### config.mk
export PLATFORM = sky130hd
export DESIGN_NAME = gcl_datapath
export DESIGN_NICKNAME = d
export VERILOG_FILES = /design/src/hdl/gcl_pkg.sv /design/src/hdl/gcl_datapath.sv
export SDC_FILE = /design/constraint.sdc
export NUM_CORES = 1
export LEC_CHECK = 0
export BUFFER_PORTS_ARGS = -buffer_cell sky130_fd_sc_hd__buf_2
export CAP_MARGIN = 15
export CORE_MARGIN = 2
export CORE_UTILIZATION = 50
export DETAILED_ROUTE_END_ITERATION = 10
export HOLD_SLACK_MARGIN = 0.15
export PLACE_DENSITY = 0.74
export SLEW_MARGIN = 20
export SYNTH_ARGS = -nofsm -noshare
export SYNTH_HDL_FRONTEND = slang
export SYNTH_SLANG_ARGS = --single-unit
### constraint.sdc
create_clock -name clk_i -period 16.5 [get_ports clk_i]
set_clock_uncertainty 0.2 [all_clocks]
set_input_delay 0.825 -clock clk_i [delete_from_list [all_inputs] [get_ports clk_i]]
set_output_delay 0.825 -clock clk_i [all_outputs]
set_load 0.02 [all_outputs]
### src/hdl/gcl_pkg.sv
package gcl_pkg;

  // operand and result widths
  localparam int unsigned OpW  = 16;
  localparam int unsigned ResW = 32;
  localparam int unsigned CntW = 5;
  localparam int unsigned ShW  = 4;
  localparam int unsigned PcW  = 5;

  typedef logic [PcW-1:0] pc_t;

  // datapath operations, one per control word
  typedef enum logic [3:0] {
    OP_NOP,
    OP_SHIFT_BOTH,
    OP_SHIFT_X,
    OP_SHIFT_Y,
    OP_SUB,
    OP_G_SHL,
    OP_G_X,
    OP_G_Y,
    OP_RES_G,
    OP_RES_ZERO,
    OP_DIV_INIT,
    OP_DIV_STEP,
    OP_MUL,
    OP_HALT
  } dp_op_e;

  // jump conditions
  typedef enum logic [3:0] {
    C_NEVER,
    C_ALWAYS,
    C_X_ZERO,
    C_Y_ZERO,
    C_NOT_BOTH_EVEN,
    C_X_ODD,
    C_Y_ODD,
    C_Y_NZ,
    C_OP_LCM,
    C_CNT_MORE
  } jmp_cond_e;

  typedef struct packed {
    dp_op_e    op;
    jmp_cond_e cond;
    pc_t       target;
  } uword_t;

  // datapath status seen by the sequencer
  typedef struct packed {
    logic x_zero;
    logic y_zero;
    logic both_even;
    logic x_odd;
    logic y_odd;
    logic y_nz;
    logic op_lcm;
    logic cnt_more;
  } dp_flags_t;

  // sequencer status seen by the top level
  typedef struct packed {
    logic busy;
    logic fire;
  } seq_stat_t;

  typedef struct packed {
    logic           op;
    logic [OpW-1:0] a;
    logic [OpW-1:0] b;
  } in_item_t;

  typedef struct packed {
    logic [ResW-1:0] value;
  } out_item_t;

  // program labels
  localparam pc_t LBothEven = pc_t'(2);
  localparam pc_t LXOdd     = pc_t'(4);
  localparam pc_t LYOdd     = pc_t'(6);
  localparam pc_t LSub      = pc_t'(10);
  localparam pc_t LLcm      = pc_t'(11);
  localparam pc_t LDiv      = pc_t'(12);
  localparam pc_t LGy       = pc_t'(14);
  localparam pc_t LGx       = pc_t'(15);
  localparam pc_t LZeroSel  = pc_t'(16);
  localparam pc_t LZeroRes  = pc_t'(18);
  localparam pc_t LHalt     = pc_t'(19);

  // microprogram: binary gcd, then restoring divide and multiply for lcm
  // an even y that is already zero falls out of the shift loop into step 8
  function automatic uword_t ucode_rom(pc_t pc);
    uword_t w;
    case (pc)
      pc_t'(0):  w = '{OP_NOP,        C_X_ZERO,        LGy};
      pc_t'(1):  w = '{OP_NOP,        C_Y_ZERO,        LGx};
      pc_t'(2):  w = '{OP_NOP,        C_NOT_BOTH_EVEN, LXOdd};
      pc_t'(3):  w = '{OP_SHIFT_BOTH, C_ALWAYS,        LBothEven};
      pc_t'(4):  w = '{OP_NOP,        C_X_ODD,         LYOdd};
      pc_t'(5):  w = '{OP_SHIFT_X,    C_ALWAYS,        LXOdd};
      pc_t'(6):  w = '{OP_NOP,        C_Y_ODD,         LSub};
      pc_t'(7):  w = '{OP_SHIFT_Y,    C_Y_NZ,          LYOdd};
      pc_t'(8):  w = '{OP_G_SHL,      C_OP_LCM,        LLcm};
      pc_t'(9):  w = '{OP_RES_G,      C_ALWAYS,        LHalt};
      pc_t'(10): w = '{OP_SUB,        C_ALWAYS,        LYOdd};
      pc_t'(11): w = '{OP_DIV_INIT,   C_NEVER,         LDiv};
      pc_t'(12): w = '{OP_DIV_STEP,   C_CNT_MORE,      LDiv};
      pc_t'(13): w = '{OP_MUL,        C_ALWAYS,        LHalt};
      pc_t'(14): w = '{OP_G_Y,        C_ALWAYS,        LZeroSel};
      pc_t'(15): w = '{OP_G_X,        C_NEVER,         LZeroSel};
      pc_t'(16): w = '{OP_NOP,        C_OP_LCM,        LZeroRes};
      pc_t'(17): w = '{OP_RES_G,      C_ALWAYS,        LHalt};
      pc_t'(18): w = '{OP_RES_ZERO,   C_NEVER,         LHalt};
      pc_t'(19): w = '{OP_HALT,       C_NEVER,         LHalt};
      default:   w = '{OP_HALT,       C_NEVER,         LHalt};
    endcase
    return w;
  endfunction

endpackage

### src/hdl/gcl_datapath.sv
module gcl_datapath (
  input  logic                 clk_i,
  input  logic                 load_i,
  input  gcl_pkg::in_item_t    item_i,
  input  gcl_pkg::dp_op_e      op_i,
  output gcl_pkg::dp_flags_t   flags_o,
  output logic [31:0]          res_o
);
  import gcl_pkg::*;

  logic [OpW-1:0]  x_q, x_d, y_q, y_d, g_q, g_d, r_q, r_d, q_q, q_d;
  logic [OpW-1:0]  a_q, b_q;
  logic            op_q;
  logic [ShW-1:0]  k_q, k_d;
  logic [CntW-1:0] cnt_q, cnt_d;
  logic [ResW-1:0] res_q, res_d;

  // divider trial subtract
  logic [OpW:0]    trial;
  logic [OpW:0]    trial_diff;
  logic            trial_ok;

  assign trial      = {r_q, q_q[OpW-1]};
  assign trial_diff = trial - {1'b0, g_q};
  assign trial_ok   = trial >= {1'b0, g_q};

  // operation decode
  always_comb begin
    x_d   = x_q;
    y_d   = y_q;
    g_d   = g_q;
    r_d   = r_q;
    q_d   = q_q;
    k_d   = k_q;
    cnt_d = cnt_q;
    res_d = res_q;
    case (op_i)
      OP_SHIFT_BOTH: begin
        x_d = x_q >> 1;
        y_d = y_q >> 1;
        k_d = k_q + ShW'(1);
      end
      OP_SHIFT_X: x_d = x_q >> 1;
      OP_SHIFT_Y: y_d = y_q >> 1;
      OP_SUB: begin
        if (x_q > y_q) begin
          x_d = y_q;
          y_d = x_q - y_q;
        end else begin
          y_d = y_q - x_q;
        end
      end
      OP_G_SHL:    g_d = x_q << k_q;
      OP_G_X:      g_d = x_q;
      OP_G_Y:      g_d = y_q;
      OP_RES_G:    res_d = {{(ResW-OpW){1'b0}}, g_q};
      OP_RES_ZERO: res_d = '0;
      OP_DIV_INIT: begin
        r_d   = '0;
        q_d   = a_q;
        cnt_d = CntW'(OpW);
      end
      OP_DIV_STEP: begin
        r_d   = trial_ok ? trial_diff[OpW-1:0] : trial[OpW-1:0];
        q_d   = {q_q[OpW-2:0], trial_ok};
        cnt_d = cnt_q - CntW'(1);
      end
      OP_MUL:  res_d = ResW'(q_q) * ResW'(b_q);
      default: ;
    endcase
  end

  // datapath registers
  always_ff @(posedge clk_i) begin
    if (load_i) begin
      x_q  <= item_i.a;
      y_q  <= item_i.b;
      a_q  <= item_i.a;
      b_q  <= item_i.b;
      op_q <= item_i.op;
      k_q  <= '0;
    end else begin
      x_q <= x_d;
      y_q <= y_d;
      k_q <= k_d;
    end
    g_q   <= g_d;
    r_q   <= r_d;
    q_q   <= q_d;
    cnt_q <= cnt_d;
    res_q <= res_d;
  end

  // status flags
  assign flags_o.x_zero    = (x_q == '0);
  assign flags_o.y_zero    = (y_q == '0);
  assign flags_o.both_even = ~x_q[0] & ~y_q[0];
  assign flags_o.x_odd     = x_q[0];
  assign flags_o.y_odd     = y_q[0];
  assign flags_o.y_nz      = (y_q != '0);
  assign flags_o.op_lcm    = op_q;
  assign flags_o.cnt_more  = (cnt_q != CntW'(1));

  assign res_o = res_q;

endmodule

Word-level counts from Yosys, hierarchy flattened

Cells that the tools add are included.

Div/mod/pow operators: 0
Reduce and logical (&&, ||, !) cells: 11
Bitwise gates (word level): 3
$lt $le $gt $ge: 2
Add/subtract/negate cells: 5
Shift-type cells: 1
Muxes and demuxes: 12
Equality and inequality tests: 14
Multipliers: 1

Operators by type and width:

| kind                | count |
|---|---|
| $pmux 16 s2         | 4 |
| $pmux 32 s3         | 1 |
| $mux 16             | 5 |
| $pmux 16 s3         | 1 |
| $sub 16x16->16      | 3 |
| $logic_not 16->1    | 2 |
| $mul 16x16->32      | 1 |
| $eq 4x4->1 const B  | 5 |
| $ge 17x16->1        | 1 |
| $eq 4x3->1 const B  | 4 |
| $gt 16x16->1        | 1 |
| $reduce_bool 16->1  | 1 |
| $shl 16x4->16       | 1 |
| $reduce_bool 3->1   | 4 |
| $pmux 5 s2          | 1 |
| $eq 4x2->1 const B  | 2 |
| $ne 5x1->1 const B  | 1 |
| $sub 5x1->5 const B | 1 |
| $add 4x1->4 const B | 1 |
| $eq 4x1->1 const B  | 1 |
| $reduce_or 2->1     | 2 |
| $ne 3x3->1 const B  | 1 |
| $not 1->1           | 2 |
| $reduce_and 2->1    | 1 |
| 2 further kinds     | 2 |

Bits of input ports: 39
Bits in latches: 0
Memories kept: 0
Flip-flop bits (word level): 154
Word-level logic and storage cells: 60
Memory bits (read-only): 0
Bits in writable memories: 0

Longest topological paths before layout

Word-level depth: 4
Depth in mapped cells: 24

Worst setup path after synthesis

No wires, ideal clock.

Kind: reg-to-reg
Start: reg q_q[10]
End: reg res_q[30], in the netlist res_o[30] (data pin)
Setup slack: 10.139 ns
Clock period less this slack: 6.361 ns
Data arrival time: 5.901 ns
Cell stages (with the launch flop): 22
Path buffers: 1
Data required time: 16.040 ns
Cells stage by stage: edfxtp_1 clkbuf_1 nand2_1 fa_1 fa_1 fa_1 fa_1 inv_1 fa_1 inv_1 fa_1 inv_1 ha_1 a21o_1 a21o_1 a2111oi_2 o41ai_2 a31oi_2 o21ai_1 a211oi_2 o21ai_1 mux2i_1

Word-level cells in the longest chain between the ends: 2

RTL lines:

| element                  | line               | RTL |
|---|---|---|
| start: declaration       | gcl_datapath.sv:11 | `logic [OpW-1:0] x_q, x_d, y_q, y_d, g_q, g_d, r_q, r_d, q_q, q_d;` |
| start signal: assignment | gcl_datapath.sv:89 | `q_q <= q_d;` |
| $mul 16x16->32           | gcl_datapath.sv:68 | `OP_MUL: res_d = ResW'(q_q) * ResW'(b_q);` |
| $pmux 32 s3              | gcl_datapath.sv:37 | `case (op_i)` |
| named net res_d[30]      | gcl_datapath.sv:16 | `logic [ResW-1:0] res_q, res_d;` |
| end signal: assignment   | gcl_datapath.sv:91 | `res_q <= res_d;` |
| end: declaration         | gcl_datapath.sv:16 |  |

The timed path passes the listed nets, and every way through them passes these cells.
A chain may end at the register's enable or synchronous reset.

Worst setup path in the final report

Start: reg q_q[10]
End: reg res_q[31], in the netlist res_o[31] (data pin)

The elaborated chain is that of the path after synthesis.

==> out/qor.yml <==
sta:
  timing.final.ws_setup_ps: 9560
  grt_setup_unrepaired: "no"
  hold_violations: 0
  period_needed_ps: 6940
  fin_crit_sh: 0.421
  max_freq_mhz: 144
  setup_viol: 0
  slew_viol_final: 0
  tightestPinTransition_ps: 1010
  finalSetupTns_ps: 0
  max-slew-margin-rel: 0.324
run:
  maxCapViolCount: 0
cells_and_area:
  drive_above_1_share: 0.0746
  layout_commonest_cell: "inv_1"
  multiInputGateArea_sq_mm: 0.0120
  syn2layout_area_growth_pct: 6.89
  mostFrequentLayoutCells: "303 x inv_1, 276 x nand2_1, 197 x fa_1"
  seqCellArea_sq_mm: 0.00458
  utilization: 0.543
  num-nets-final: 2362
  fill_cells: 3225
synth:
  syn_avg_cell_area_sq_um: 9.25
  synth_area_leader_cell: "edfxtp_1"
  async_reset_ff_frac: 0
  synth_top_area_share: 0.249
  synth_edf_count: 150
  synth_cells: 1959
  ys_ff_latch: 154
  ys_top_cells_by_area: "edfxtp_1 25%, fa_1 22%, ha_1 11%"
  synth.distinct_cells: 87
  yosys_warnings: 0
  synth_area_sq_mm: 0.0181
  synth_ff_type: "edfxtp_1"
  synth_nets: 2350
  yosysSeqAreaShare: 0.253
cts:
  cts_buffers: 17
  clk_pin_slew_ps: 70
  h-tree-depth: 4
  clkLatencyLatePin_ps: 460
  ctsLongestPathBuffers: 2
  cts-root-buf: "clkbuf_16"
  ctsResizeCount: 0
  cts_tree: "done"
  clock_sinks: 154
  ctsHoldBuffers: 0
  post_cts_buffers: 0
floorplanning:
  die_x_um: 194
  placementRows: 69
  start_util: 0.508
  die_y_um: 194
  ios: 79
  coreArea_sq_mm: 0.0357
  die_area_sq_mm: 0.0378
detailed_routing:
  wire_per_inst_um: 19.4
  routed_via_density: 5.82
  first_iter_violations: 1214
  wirelength_mm: 47.6
  vias: 14300
  postRouteAntennaNets: 0
  dr.pass1.iters: 6
  drcViolationCount: 0
worst_setup_path:
  cp_cell_sequence: "nand2_1 -> fa_1 -> fa_1 -> fa_1 -> fa_1 -> inv_1 -> fa_1 -> inv_1 -> fa_1 -> inv_1 -> ha_1 -> nand3_1 -> a2111oi_0 -> o31ai_1 -> a21o_1 -> o31ai_2 -> a221oi_1 -> xnor2_1 -> nor2_1"
  critPathTopFamily: "adder cells"
  cp_slowest_cell: "edfxtp_1"
  reg2regPathDepth: 19
  r2r_setup_slack_ps: 9560
  path_buf_inv: 3
  max_stage_delay_ps: 740
  setup.worst_path.end_class: "register"
  critPathMostFrequentCell: "fa_1"
  path_max_fanout: 17
  critical_path_class: "reg -> reg"
  cp.arrival_ps: 6920
  r2r-start: "q_q[10]"
  start_kind: "register"
  r2r-end: "res_o[31]"
  cp.required_ps: 16480
global_route:
  grt_pass1_wl_mm: 76.1
  overflow: 0
  grt_max_degree: 55
  antenna_found_initial: 2
  grtUsageTotal: 0.257
  grt_pass1_vias: 14400
power_and_ir_drop:
  p_leak_nw: 8.95
  p_int_mw: 1.78
  powerDensity_mw_per_mm2: 184
  vdd_drop_max_uv: 226
  combPwrFrac: 0.743
  power.total_mw: 3.56
  power.switching_mw: 1.78
  p_seq_frac: 0.145
  clock_power_share: 0.113
  switching_share: 0.500
placement:
  pre_cts_ws_ps: 9640
  dp_hpwl_mm: 37.2
  gp_congestion: 0.937
  io_buffers: 78
run_status:
  status: "complete, no violations"
min_path:
  hold_end: "q_q[14]"
  hold_class: "reg -> reg"
  holdCritStartpoint: "a_q[14]"
  hold_depth: 2
-- synthesized netlist by cell type (17+ instances only) --
cell / number
xnor2_1: 32
ha_1: 155
xor2_1: 21
fa_1: 197
a21o_1: 33
nand2_1: 276
inv_1: 303
a21oi_1: 81
o31ai_1: 19
mux2i_1: 31
clkbuf_1: 68
nand3_1: 28
nor3_1: 17
edfxtp_1: 150
and2_1: 118
nor2_1: 105
o21ai_0: 82
-- worst register-to-register path, cell delays in order (launching register included) --
cell	delay, ps
edfxtp_1	740
nand2_1	170
fa_1	540
fa_1	590
fa_1	450
fa_1	540
inv_1	50
fa_1	470
inv_1	50
fa_1	470
inv_1	40
ha_1	380
nand3_1	120
a2111oi_0	620
o31ai_1	300
a21o_1	250
o31ai_2	330
a221oi_1	150
xnor2_1	170
nor2_1	50
-- how the worst max path moves through the flow --
| stage | start | endpoint | slack, ps | cells after the start |
|---|---|---|---|---|
| final | q_q[10] | res_o[31] | 9560 | 19 |
| after global routing | q_q[10] | res_o[30] | 9340 | 20 |
| after floorplan | q_q[10] | res_o[30] | 10140 | 21 |
| after detailed placement | q_q[10] | res_o[31] | 9640 | 19 |
| after CTS | q_q[10] | res_o[31] | 9620 | 19 |
| after global placement | q_q[7] | res_o[26] | 9720 | 21 |
-- state kept, by name, summed over array words and instances (netlist names), 5 cells and up --
signal  count
x_q        16
res_o      32
q_q        16
g_q        16
cnt_q       5
b_q        16
a_q        16
r_q        16
y_q        16
-- through the flow --
| step | hold WS [ps] | area (sq um) | cells |
|---|---|---|---|
| floorplan | 291 | 18100 | 1959 |
| global placement | 297 | 18700 | 2411 |
| detailed placement | 306 | 18700 | 2411 |
| CTS | 326 | 19300 | 2443 |
| global route | 341 | 19400 | 2447 |
| finish | 324 | 19400 | 2447 |
-- kinds of logic after synthesis --
group | count (synthesis) | share of synthesized area
adder cells (fa/ha/maj) | 352 | 0.325
XOR/XNOR | 53 | 0.0256
flip-flops | 154 | 0.253
AO/OA/AOI/OAI | 331 | 0.118
buffers and inverters | 399 | 0.0885
multiplexers | 38 | 0.0233
AND/OR/NAND/NOR | 632 | 0.166
-- area by class of cell --
| class | count | share of cell area |
|---|---|---|
| clock buffer | 18 | 0.0222 |
| timing repair buffer | 87 | 0.0258 |
| inverter | 305 | 0.0591 |
| antenna | 2 | 0.000258 |
| multi-input combinational | 1406 | 0.618 |
| clock inverter | 14 | 0.00846 |
| sequential | 154 | 0.237 |
| tap | 461 | 0.0298 |
-- routing by layer --
layer  global-route usage  vias up  share of wire
li1                     -     6495              -
met1                0.332     7041           0.40
met2                0.431      604           0.49
met3               0.0436      111          0.071
met4                0.102        0          0.037
met5                    0        -              0
-- power by group through the flow --
stage / Combinational (mW) / Sequential (mW) / Clock (mW)
finish: 2.64 / 0.515 / 0.401
global route: 2.94 / 0.517 / 0.419
CTS: 2.65 / 0.513 / 0.403
detailed placement: 2.62 / 0.522 / 0
global placement: 2.59 / 0.520 / 0
floorplan: 1.97 / 0.501 / 0
Note: power is estimated with default switching activity, not from simulation.
