<file path="src/hdl/gcl_pkg.sv">
package gcl_pkg;

  // operand and result widths
  localparam int unsigned OpW  = 16;
  localparam int unsigned ResW = 32;
  localparam int unsigned CntW = 5;
  localparam int unsigned ShW  = 4;
  localparam int unsigned PcW  = 5;

  typedef logic [PcW-1:0] pc_t;

  // datapath operations, one per control word
  typedef enum logic [3:0] {
    OP_NOP,
    OP_SHIFT_BOTH,
    OP_SHIFT_X,
    OP_SHIFT_Y,
    OP_SUB,
    OP_G_SHL,
    OP_G_X,
    OP_G_Y,
    OP_RES_G,
    OP_RES_ZERO,
    OP_DIV_INIT,
    OP_DIV_STEP,
    OP_MUL,
    OP_HALT
  } dp_op_e;

  // jump conditions
  typedef enum logic [3:0] {
    C_NEVER,
    C_ALWAYS,
    C_X_ZERO,
    C_Y_ZERO,
    C_NOT_BOTH_EVEN,
    C_X_ODD,
    C_Y_ODD,
    C_Y_NZ,
    C_OP_LCM,
    C_CNT_MORE
  } jmp_cond_e;

  typedef struct packed {
    dp_op_e    op;
    jmp_cond_e cond;
    pc_t       target;
  } uword_t;

  // datapath status seen by the sequencer
  typedef struct packed {
    logic x_zero;
    logic y_zero;
    logic both_even;
    logic x_odd;
    logic y_odd;
    logic y_nz;
    logic op_lcm;
    logic cnt_more;
  } dp_flags_t;

  // sequencer status seen by the top level
  typedef struct packed {
    logic busy;
    logic fire;
  } seq_stat_t;

  typedef struct packed {
    logic           op;
    logic [OpW-1:0] a;
    logic [OpW-1:0] b;
  } in_item_t;

  typedef struct packed {
    logic [ResW-1:0] value;
  } out_item_t;

  // program labels
  localparam pc_t LBothEven = pc_t'(2);
  localparam pc_t LXOdd     = pc_t'(4);
  localparam pc_t LYOdd     = pc_t'(6);
  localparam pc_t LSub      = pc_t'(10);
  localparam pc_t LLcm      = pc_t'(11);
  localparam pc_t LDiv      = pc_t'(12);
  localparam pc_t LGy       = pc_t'(14);
  localparam pc_t LGx       = pc_t'(15);
  localparam pc_t LZeroSel  = pc_t'(16);
  localparam pc_t LZeroRes  = pc_t'(18);
  localparam pc_t LHalt     = pc_t'(19);

  // microprogram: binary gcd, then restoring divide and multiply for lcm
  // an even y that is already zero falls out of the shift loop into step 8
  function automatic uword_t ucode_rom(pc_t pc);
    uword_t w;
    case (pc)
      pc_t'(0):  w = '{OP_NOP,        C_X_ZERO,        LGy};
      pc_t'(1):  w = '{OP_NOP,        C_Y_ZERO,        LGx};
      pc_t'(2):  w = '{OP_NOP,        C_NOT_BOTH_EVEN, LXOdd};
      pc_t'(3):  w = '{OP_SHIFT_BOTH, C_ALWAYS,        LBothEven};
      pc_t'(4):  w = '{OP_NOP,        C_X_ODD,         LYOdd};
      pc_t'(5):  w = '{OP_SHIFT_X,    C_ALWAYS,        LXOdd};
      pc_t'(6):  w = '{OP_NOP,        C_Y_ODD,         LSub};
      pc_t'(7):  w = '{OP_SHIFT_Y,    C_Y_NZ,          LYOdd};
      pc_t'(8):  w = '{OP_G_SHL,      C_OP_LCM,        LLcm};
      pc_t'(9):  w = '{OP_RES_G,      C_ALWAYS,        LHalt};
      pc_t'(10): w = '{OP_SUB,        C_ALWAYS,        LYOdd};
      pc_t'(11): w = '{OP_DIV_INIT,   C_NEVER,         LDiv};
      pc_t'(12): w = '{OP_DIV_STEP,   C_CNT_MORE,      LDiv};
      pc_t'(13): w = '{OP_MUL,        C_ALWAYS,        LHalt};
      pc_t'(14): w = '{OP_G_Y,        C_ALWAYS,        LZeroSel};
      pc_t'(15): w = '{OP_G_X,        C_NEVER,         LZeroSel};
      pc_t'(16): w = '{OP_NOP,        C_OP_LCM,        LZeroRes};
      pc_t'(17): w = '{OP_RES_G,      C_ALWAYS,        LHalt};
      pc_t'(18): w = '{OP_RES_ZERO,   C_NEVER,         LHalt};
      pc_t'(19): w = '{OP_HALT,       C_NEVER,         LHalt};
      default:   w = '{OP_HALT,       C_NEVER,         LHalt};
    endcase
    return w;
  endfunction

endpackage

</file>
<file path="src/hdl/gcl_seq.sv">
module gcl_seq (
  input  logic                 clk_i,
  input  logic                 rst_ni,
  input  logic                 start_i,
  input  logic                 out_free_i,
  input  gcl_pkg::dp_flags_t   flags_i,
  output gcl_pkg::dp_op_e      op_o,
  output gcl_pkg::seq_stat_t   stat_o
);
  import gcl_pkg::*;

  pc_t    pc_q, pc_d;
  logic   busy_q, busy_d;
  uword_t uw;
  logic   taken;
  logic   fire;

  assign uw = ucode_rom(pc_q);

  // jump condition select
  always_comb begin
    case (uw.cond)
      C_ALWAYS:        taken = 1'b1;
      C_X_ZERO:        taken = flags_i.x_zero;
      C_Y_ZERO:        taken = flags_i.y_zero;
      C_NOT_BOTH_EVEN: taken = ~flags_i.both_even;
      C_X_ODD:         taken = flags_i.x_odd;
      C_Y_ODD:         taken = flags_i.y_odd;
      C_Y_NZ:          taken = flags_i.y_nz;
      C_OP_LCM:        taken = flags_i.op_lcm;
      C_CNT_MORE:      taken = flags_i.cnt_more;
      default:         taken = 1'b0;
    endcase
  end

  // halt hands the result over once the output slot is free
  assign fire = busy_q && (uw.op == OP_HALT) && out_free_i;

  // step counter
  always_comb begin
    pc_d   = pc_q;
    busy_d = busy_q;
    if (start_i) begin
      pc_d   = '0;
      busy_d = 1'b1;
    end else if (fire) begin
      busy_d = 1'b0;
    end else if (busy_q && (uw.op != OP_HALT)) begin
      pc_d = taken ? uw.target : pc_q + pc_t'(1);
    end
  end

  always_ff @(posedge clk_i or negedge rst_ni) begin
    if (!rst_ni) begin
      pc_q   <= '0;
      busy_q <= 1'b0;
    end else begin
      pc_q   <= pc_d;
      busy_q <= busy_d;
    end
  end

  assign op_o        = busy_q ? uw.op : OP_NOP;
  assign stat_o.busy = busy_q;
  assign stat_o.fire = fire;

endmodule

</file>
<file path="config.mk">
export PLATFORM = sky130hd
export DESIGN_NAME = gcl_seq
export DESIGN_NICKNAME = d
export VERILOG_FILES = /design/src/hdl/gcl_pkg.sv /design/src/hdl/gcl_seq.sv
export SDC_FILE = /design/constraint.sdc
export NUM_CORES = 1
export LEC_CHECK = 0
export BUFFER_PORTS_ARGS = -buffer_cell sky130_fd_sc_hd__buf_2
export CAP_MARGIN = 20
export CELL_PAD_IN_SITES_DETAIL_PLACEMENT = 0
export CELL_PAD_IN_SITES_GLOBAL_PLACEMENT = 2
export CORE_AREA = 10 10 66 68
export DETAILED_ROUTE_END_ITERATION = 10
export DIE_AREA = 0 0 76 78
export PLACE_DENSITY_LB_ADDON = 0.25
export SLEW_MARGIN = 20
export SYNTH_ARGS = -nofsm -noshare
export SYNTH_HDL_FRONTEND = slang
export SYNTH_SLANG_ARGS = --single-unit
</file>
<file path="constraint.sdc">
create_clock -name clk_i -period 5.63 [get_ports clk_i]
set_input_delay 1.689 -clock clk_i [delete_from_list [all_inputs] [get_ports clk_i]]
set_output_delay 1.689 -clock clk_i [all_outputs]
set_load 0.05 [all_outputs]
</file>
* Word level (Yosys, flattened, before mapping)
Memories as Yosys holds them, arrays and structs flattened. Index checks and enable logic that the tools add are counted.
Storage, ports and cells: register bits after elaboration 6, bits in latches 0, memory bits (writable) 0, bits in read-only memories 416, input bits 12, output and inout port bits 6, word-level logic and storage cells 31, memories kept 1
Memory list:
- (no name shown) | depth 32, width 13, read ports 1, clocked after Yosys merged registers in 0, wr ports 0, line gcl_pkg.sv:95 | case (pc)
Cells by class: add/subtract/negate cells 1, multipliers 0, div/mod/pow operators 0, order comparisons 0, equality and inequality tests 12, shift operators 0, multiplexer cells 8, bitwise gates (word level) 1, reduce and logical (&&, ||, !) cells 6
Operators with widths (number):
- 2-to-1 mux 5 bit | 4
- equality test 4 x 3 -> 1 bit, second input constant | 4
- equality test 4 bit, second input constant | 3
- case mux 1 bit (9 select lines) | 1
- equality test 4 x 2 -> 1 bit, second input constant | 2
- adder 5 x 1 -> 5 bit, second input constant | 1
- equality test 4 x 1 -> 1 bit, second input constant | 1
- 2-to-1 mux 4 bit | 1
- != test 4 bit, second input constant | 1
- nonzero test 2 bit | 2
- logical AND 1 bit | 3
- 2-to-1 mux 1 bit | 2
- != test 2 bit, second input constant | 1
- AND reduction 2 bit | 1
- NOT 1 bit | 1

* Logic depth before layout (Yosys ltp)
An unclocked memory read counts as a cell.
depth in word-level cells 7, depth in mapped cells 11, depth with buffers taken out 10

* Worst setup path before layout
OpenSTA, ideal clock, no wires.
path kind flip-flop to output port, start point reg pc_q[2], end point out stat_o[0] in the netlist's numbering, arrival time 2162 ps, required time 3941 ps, path slack 1779 ps, stages on the path, launching flop included 10, buffers on the path 3, path through dfrtp_1 clkbuf_1 buf_2 inv_1 ha_1 o21a_1 nor4_1 nand2_1 nor2_1 buf_4
Between the ends: cells in the longest elaborated chain, start to end 4
RTL lines:
- start, declared | line gcl_seq.sv:12 | pc_t pc_q, pc_d;
- start signal, assigned | line gcl_seq.sv:58 | pc_q <= pc_d;
- memory read (32 x 13 bit)
- equality test 4 bit | line gcl_seq.sv:37 | assign fire = busy_q && (uw.op == OP_HALT) && out_free_i;
- logical AND 1 bit (2 in a row) | line gcl_seq.sv:37
- end, declared | line gcl_seq.sv:8 | output gcl_pkg::seq_stat_t stat_o
No other way between the ends.

==> results_tabular.tex <==
\begin{tabular}{lr}
\hline
Metric & Value \\
\hline
\multicolumn{2}{l}{\textbf{Final layout}} \\
\quad Number of diodes & 0 \\
\quad Final core area utilization & 35.3\% \\
\quad Area added between synthesis and finish & 11.6\% \\
\quad Fin nets & roughly 160 \\
\quad Share of cells above drive strength 1 & between 20\% and 30\% \\
\quad Number of non-filler instances in the completed layout & roughly 190 \\
\quad Post-route standard cell area excluding fillers & 1120 um\^{}2 \\
\multicolumn{2}{l}{\textbf{Timing}} \\
\quad Min cycle time layout & about 4400 ps \\
\quad Count of final max-slew check failures & 0 \\
\quad Pin slew with the least headroom to its limit & 760 ps \\
\quad Max frequency & 226 MHz \\
\quad Unrepaired setup endpoints after global routing & false \\
\quad Worst relative slew slack & 49.3\% \\
\quad Smallest hold slack & $\sim$550 ps \\
\quad Hold violation count in the final report & 0 \\
\quad Layout Skew & 0.603 ps \\
\quad Count of endpoints failing setup in the final report & 0 \\
\quad Period Utilization, post-route & about 79\% \\
\quad Aggregate negative setup slack & 0 ps \\
\multicolumn{2}{l}{\textbf{Critical path}} \\
\quad Family with the most delay on the worst path & flip-flops \\
\quad Data required time of the critical path & 3940 ps \\
\quad R2R Path End & pc\_q[3] \\
\quad Crit path cell chain & inv\_1, ha\_1, a21oi\_1, o22ai\_1, nor4\_1, nand2\_1, nor2\_1, buf\_2 \\
\quad Setup crit end kind & primary output \\
\quad Largest stage delay on the critical path & $\sim$830 ps \\
\quad Cell depth of the worst flop-to-flop path & 10 \\
\quad Element type at the critical path start & flop \\
\quad Maximum net fanout on the critical path & 22 \\
\quad Number of buffers and inverters on the critical path & 2 \\
\quad Critical R2R Launch & pc\_q[1] \\
\quad Cell with the largest stage delay on the worst path & dfrtp\_1 \\
\quad Flop-to-flop setup slack & 2540 ps \\
\quad Worst Path Arrival & 2740 ps \\
\quad Worst Setup Path Type & flop to primary output \\
\multicolumn{2}{l}{\textbf{Clock tree}} \\
\quad Max Root-Sink Buffers & 2 \\
\quad Post-CTS setup buffer count & 0 \\
\quad Sink Count & 6 \\
\quad Clock edge transition at the registers on the reported setup and hold paths & 40 ps \\
\quad Number of buffers inserted during clock tree synthesis & 3 \\
\quad Post-CTS Hold Buffers & 0 \\
\quad Clock latency reported for the late side of the worst-skew pair & about 240 ps \\
\quad Root buffer cell & clkbuf\_4 \\
\quad CTS H-tree lvls & 1 \\
\quad Clock tree from TritonCTS & done \\
\quad Quantity of gates resized following cts & 0 \\
\multicolumn{2}{l}{\textbf{Placement}} \\
\quad Detailed-placement wirelength estimate & roughly 2100 um \\
\quad IO buf count & 17 \\
\quad Weighted congestion at the end of routability-driven global placement & approximately 0.76 \\
\quad Post-Place Cells & around 180 \\
\quad Post-place instance area & about 1100 um\^{}2 \\
\multicolumn{2}{l}{\textbf{Power}} \\
\quad Relative contribution of sequential cells to total power & 18.4\% \\
\quad P\_int & $\sim$280 uW \\
\quad Leakage power total & about 0.00048 uW \\
\quad Areal power density over the cells & roughly 550 nW/um\^{}2 \\
\quad Net switching fraction of the power & a little under three fifths \\
\quad Clock group share of total power & roughly 6\% \\
\quad Max VDD drop & approximately 0.26 mV \\
\quad Switching pwr & 347 uW \\
\quad Comb pwr share & $\sim$76\% \\
\multicolumn{2}{l}{\textbf{Global routing}} \\
\quad Pin count of the biggest net entering global routing & 26 \\
\quad Wire length of the first global-routing pass & 4610 um \\
\quad Total global routing track utilization & under 10\% \\
\quad Vias in the first global route & around 1000 \\
\quad Grt total ovfl & 0 \\
\quad Number of antenna violations at the first check in global routing & 0 \\
\multicolumn{2}{l}{\textbf{Yosys}} \\
\quad Synth Area in XOR/XNOR & less than 1\% \\
\quad Post-synthesis share of cell area spent on and, or, nand and nor gates & between 10\% and 20\% \\
\quad Number of flops mapped to enable cells by yosys & 0 \\
\quad Top flip-flop cell by instance count after synthesis & dfrtp\_1 \\
\quad Synth Area in Adders & about 12\% \\
\quad Synthesized net count & about 150 \\
\quad Complex-gate fraction of the synthesized area & between 30\% and 40\% \\
\quad Async SR Flop Fraction & between 90\% and 100\% \\
\quad Count of unique library cells instantiated by Yosys & 45 \\
\quad Syn Inst Count & between 100 and 150 \\
\quad Synthesis-stage register bit count & 6 \\
\quad Count of synthesis-stage warnings from yosys & 0 \\
\quad Dominant combinational cell family by area after synthesis & compound AO/OA/AOI/OAI gates \\
\quad Avg Cell Area, Syn & between 7 and 8 um\^{}2 \\
\quad Part of the Yosys area used for sequential elements & between 10 and 15\% \\
\quad Share of synthesized area spent on multiplexers & 9.44\% \\
\quad Syn Std Cell Area & around 1000 um\^{}2 \\
\multicolumn{2}{l}{\textbf{Floorplan}} \\
\quad Core Footprint & about 3200 um\^{}2 \\
\quad Std cell rows & 21 \\
\quad Die outline area & 5930 um\^{}2 \\
\quad Ports & 18 \\
\quad Initial Util & between 30\% and 40\% \\
\quad Horizontal extent of the die & roughly 76 um \\
\quad Vert. Die Dim & 78 um \\
\multicolumn{2}{l}{\textbf{Route}} \\
\quad Length of the first detailed-routing pass in iterations & 4 \\
\quad Post-detailed-route DRC marker count & 0 \\
\quad Total wirelength of the detailed-routed design & $\sim$2600 um \\
\quad Number of antenna-violating nets in the routed design & 0 \\
\quad 1st-iter DRT viols & 76 \\
\quad Via density per instance & 5.20 \\
\quad Number of vias in the routed layout & 968 \\
\quad Routed length per placed instance & 14.2 um \\
\multicolumn{2}{l}{\textbf{Min path}} \\
\quad Min-delay src & busy\_q \\
\quad Hold WC Path Type & flop to flop \\
\quad Worst hold endpoint & busy\_q \\
\quad Cells on Worst Hold Path & 1 \\
\multicolumn{2}{l}{\textbf{Job}} \\
\quad Max-capacitance violation count & 0 \\
\multicolumn{2}{l}{\textbf{Outcome}} \\
\quad Outcome & finished, final reports clean \\
\hline
\end{tabular}
## power by group through the flow
stage	clock network (uW)	logic [uW]	registers, uW
2_1_floorplan	0	416	70.9
3_3_place_gp	0	476	114
3_5_place_dp	0	470	114
4_1_cts	39.2	474	114
5_1_grt	43.5	528	120
6_report	37.2	471	114
## through the flow
stage / power (uW) / worst slack (ps)
floorplan: 487 / 1780
global placement: 590 / 1530
detailed placement: 585 / 1470
CTS: 627 / 1210
global route: 691 / 852
finish: 622 / 1200
## registers in the layout (all words and copies together) (netlist names)
name,count
busy_q,1
pc_q,5
## synthesized netlist by cell type (3+ instances only)
| library cell | instances | area share (%) |
|---|---|---|
| nor2_1 | 10 | 3.7 |
| nand2_1 | 12 | 4.5 |
| clkbuf_1 | 3 | 1.1 |
| ha_1 | 10 | 12 |
| dfrtp_1 | 6 | 15 |
| a21oi_1 | 12 | 6.0 |
| o21ai_0 | 10 | 5.0 |
| o31ai_1 | 3 | 2.2 |
| mux2i_1 | 5 | 5.0 |
| buf_2 | 3 | 1.5 |
| inv_1 | 7 | 2.6 |
| nand3b_1 | 3 | 2.2 |
## routing by layer
metal	GRT usage, %	routed length (um)	up-vias
li1	-	-	498
met1	10.9	1230	451
met2	15.4	1310	13
met5	0	0	-
met3	1.38	56	6
met4	3.41	37	0
## worst reg2reg max path, stage by stage, from the launching register on
cell and delay (ps):
dfrtp_1 560, inv_1 250, ha_1 350, nand3b_1 90, a21oi_1 110, a311oi_4 430, mux2i_1 430, a2111oi_4 140
nor2_1 260, a31oi_1 140, o31ai_1 220
## worst max path at each step
stage                     startpoint         to  cells past startpoint
after floorplan              pc_q[2]  stat_o[0]                      9
after global placement       pc_q[2]  stat_o[0]                      8
after detailed placement     pc_q[2]  stat_o[0]                      8
after CTS                    pc_q[2]  stat_o[0]                      8
after global routing         pc_q[2]  stat_o[0]                      8
final                        pc_q[2]  stat_o[0]                      8
## cell usage in the layout, fill, tap and decap left out, types with 2 or more instances in the layout
| master | synthesis | layout |
|---|---|---|
| and3_1 | 2 | 2 |
| mux2_2 | 2 | 2 |
| nand2_1 | 12 | 12 |
| inv_1 | 7 | 7 |
| nand3b_1 | 3 | 3 |
| a31oi_1 | 2 | 2 |
| clkbuf_4 | 0 | 3 |
| inv_2 | 2 | 2 |
| nand2b_1 | 2 | 2 |
| a211oi_1 | 2 | 2 |
| o31ai_1 | 3 | 3 |
| mux2i_1 | 5 | 5 |
| nor3_1 | 2 | 2 |
| ha_1 | 10 | 10 |
| nand3_1 | 2 | 2 |
| o21ai_0 | 10 | 10 |
| nor4_1 | 2 | 2 |
| buf_2 | 3 | 17 |
| nor2_1 | 10 | 10 |
| a21o_1 | 2 | 2 |
| o2bb2ai_1 | 2 | 2 |
| a21oi_1 | 12 | 12 |
| dfrtp_1 | 6 | 6 |
## logic make-up (layout without fill, tap and decap cells)
| kind of cell | after synthesis | in the layout |
|---|---|---|
| fa+ha+maj | 10 | 10 |
| simple gates | 40 | 40 |
| buf+inv | 19 | 29 |
| mux | 8 | 8 |
| xor+xnor | 1 | 1 |
| compound gates | 46 | 46 |
| flops | 6 | 6 |
## area by class of cell
| class | instances | area [um^2] |
|---|---|---|
| fillers | 350 | 2060 |
| repair buffers | 17 | 85.1 |
| well taps | 46 | 57.6 |
| flip-flops and latches | 6 | 150 |
| clock buffers | 3 | 22.5 |
| inverters | 9 | 33.8 |
| multi-input cells | 105 | 774 |
No activity file was read; power rests on OpenSTA's default activity.
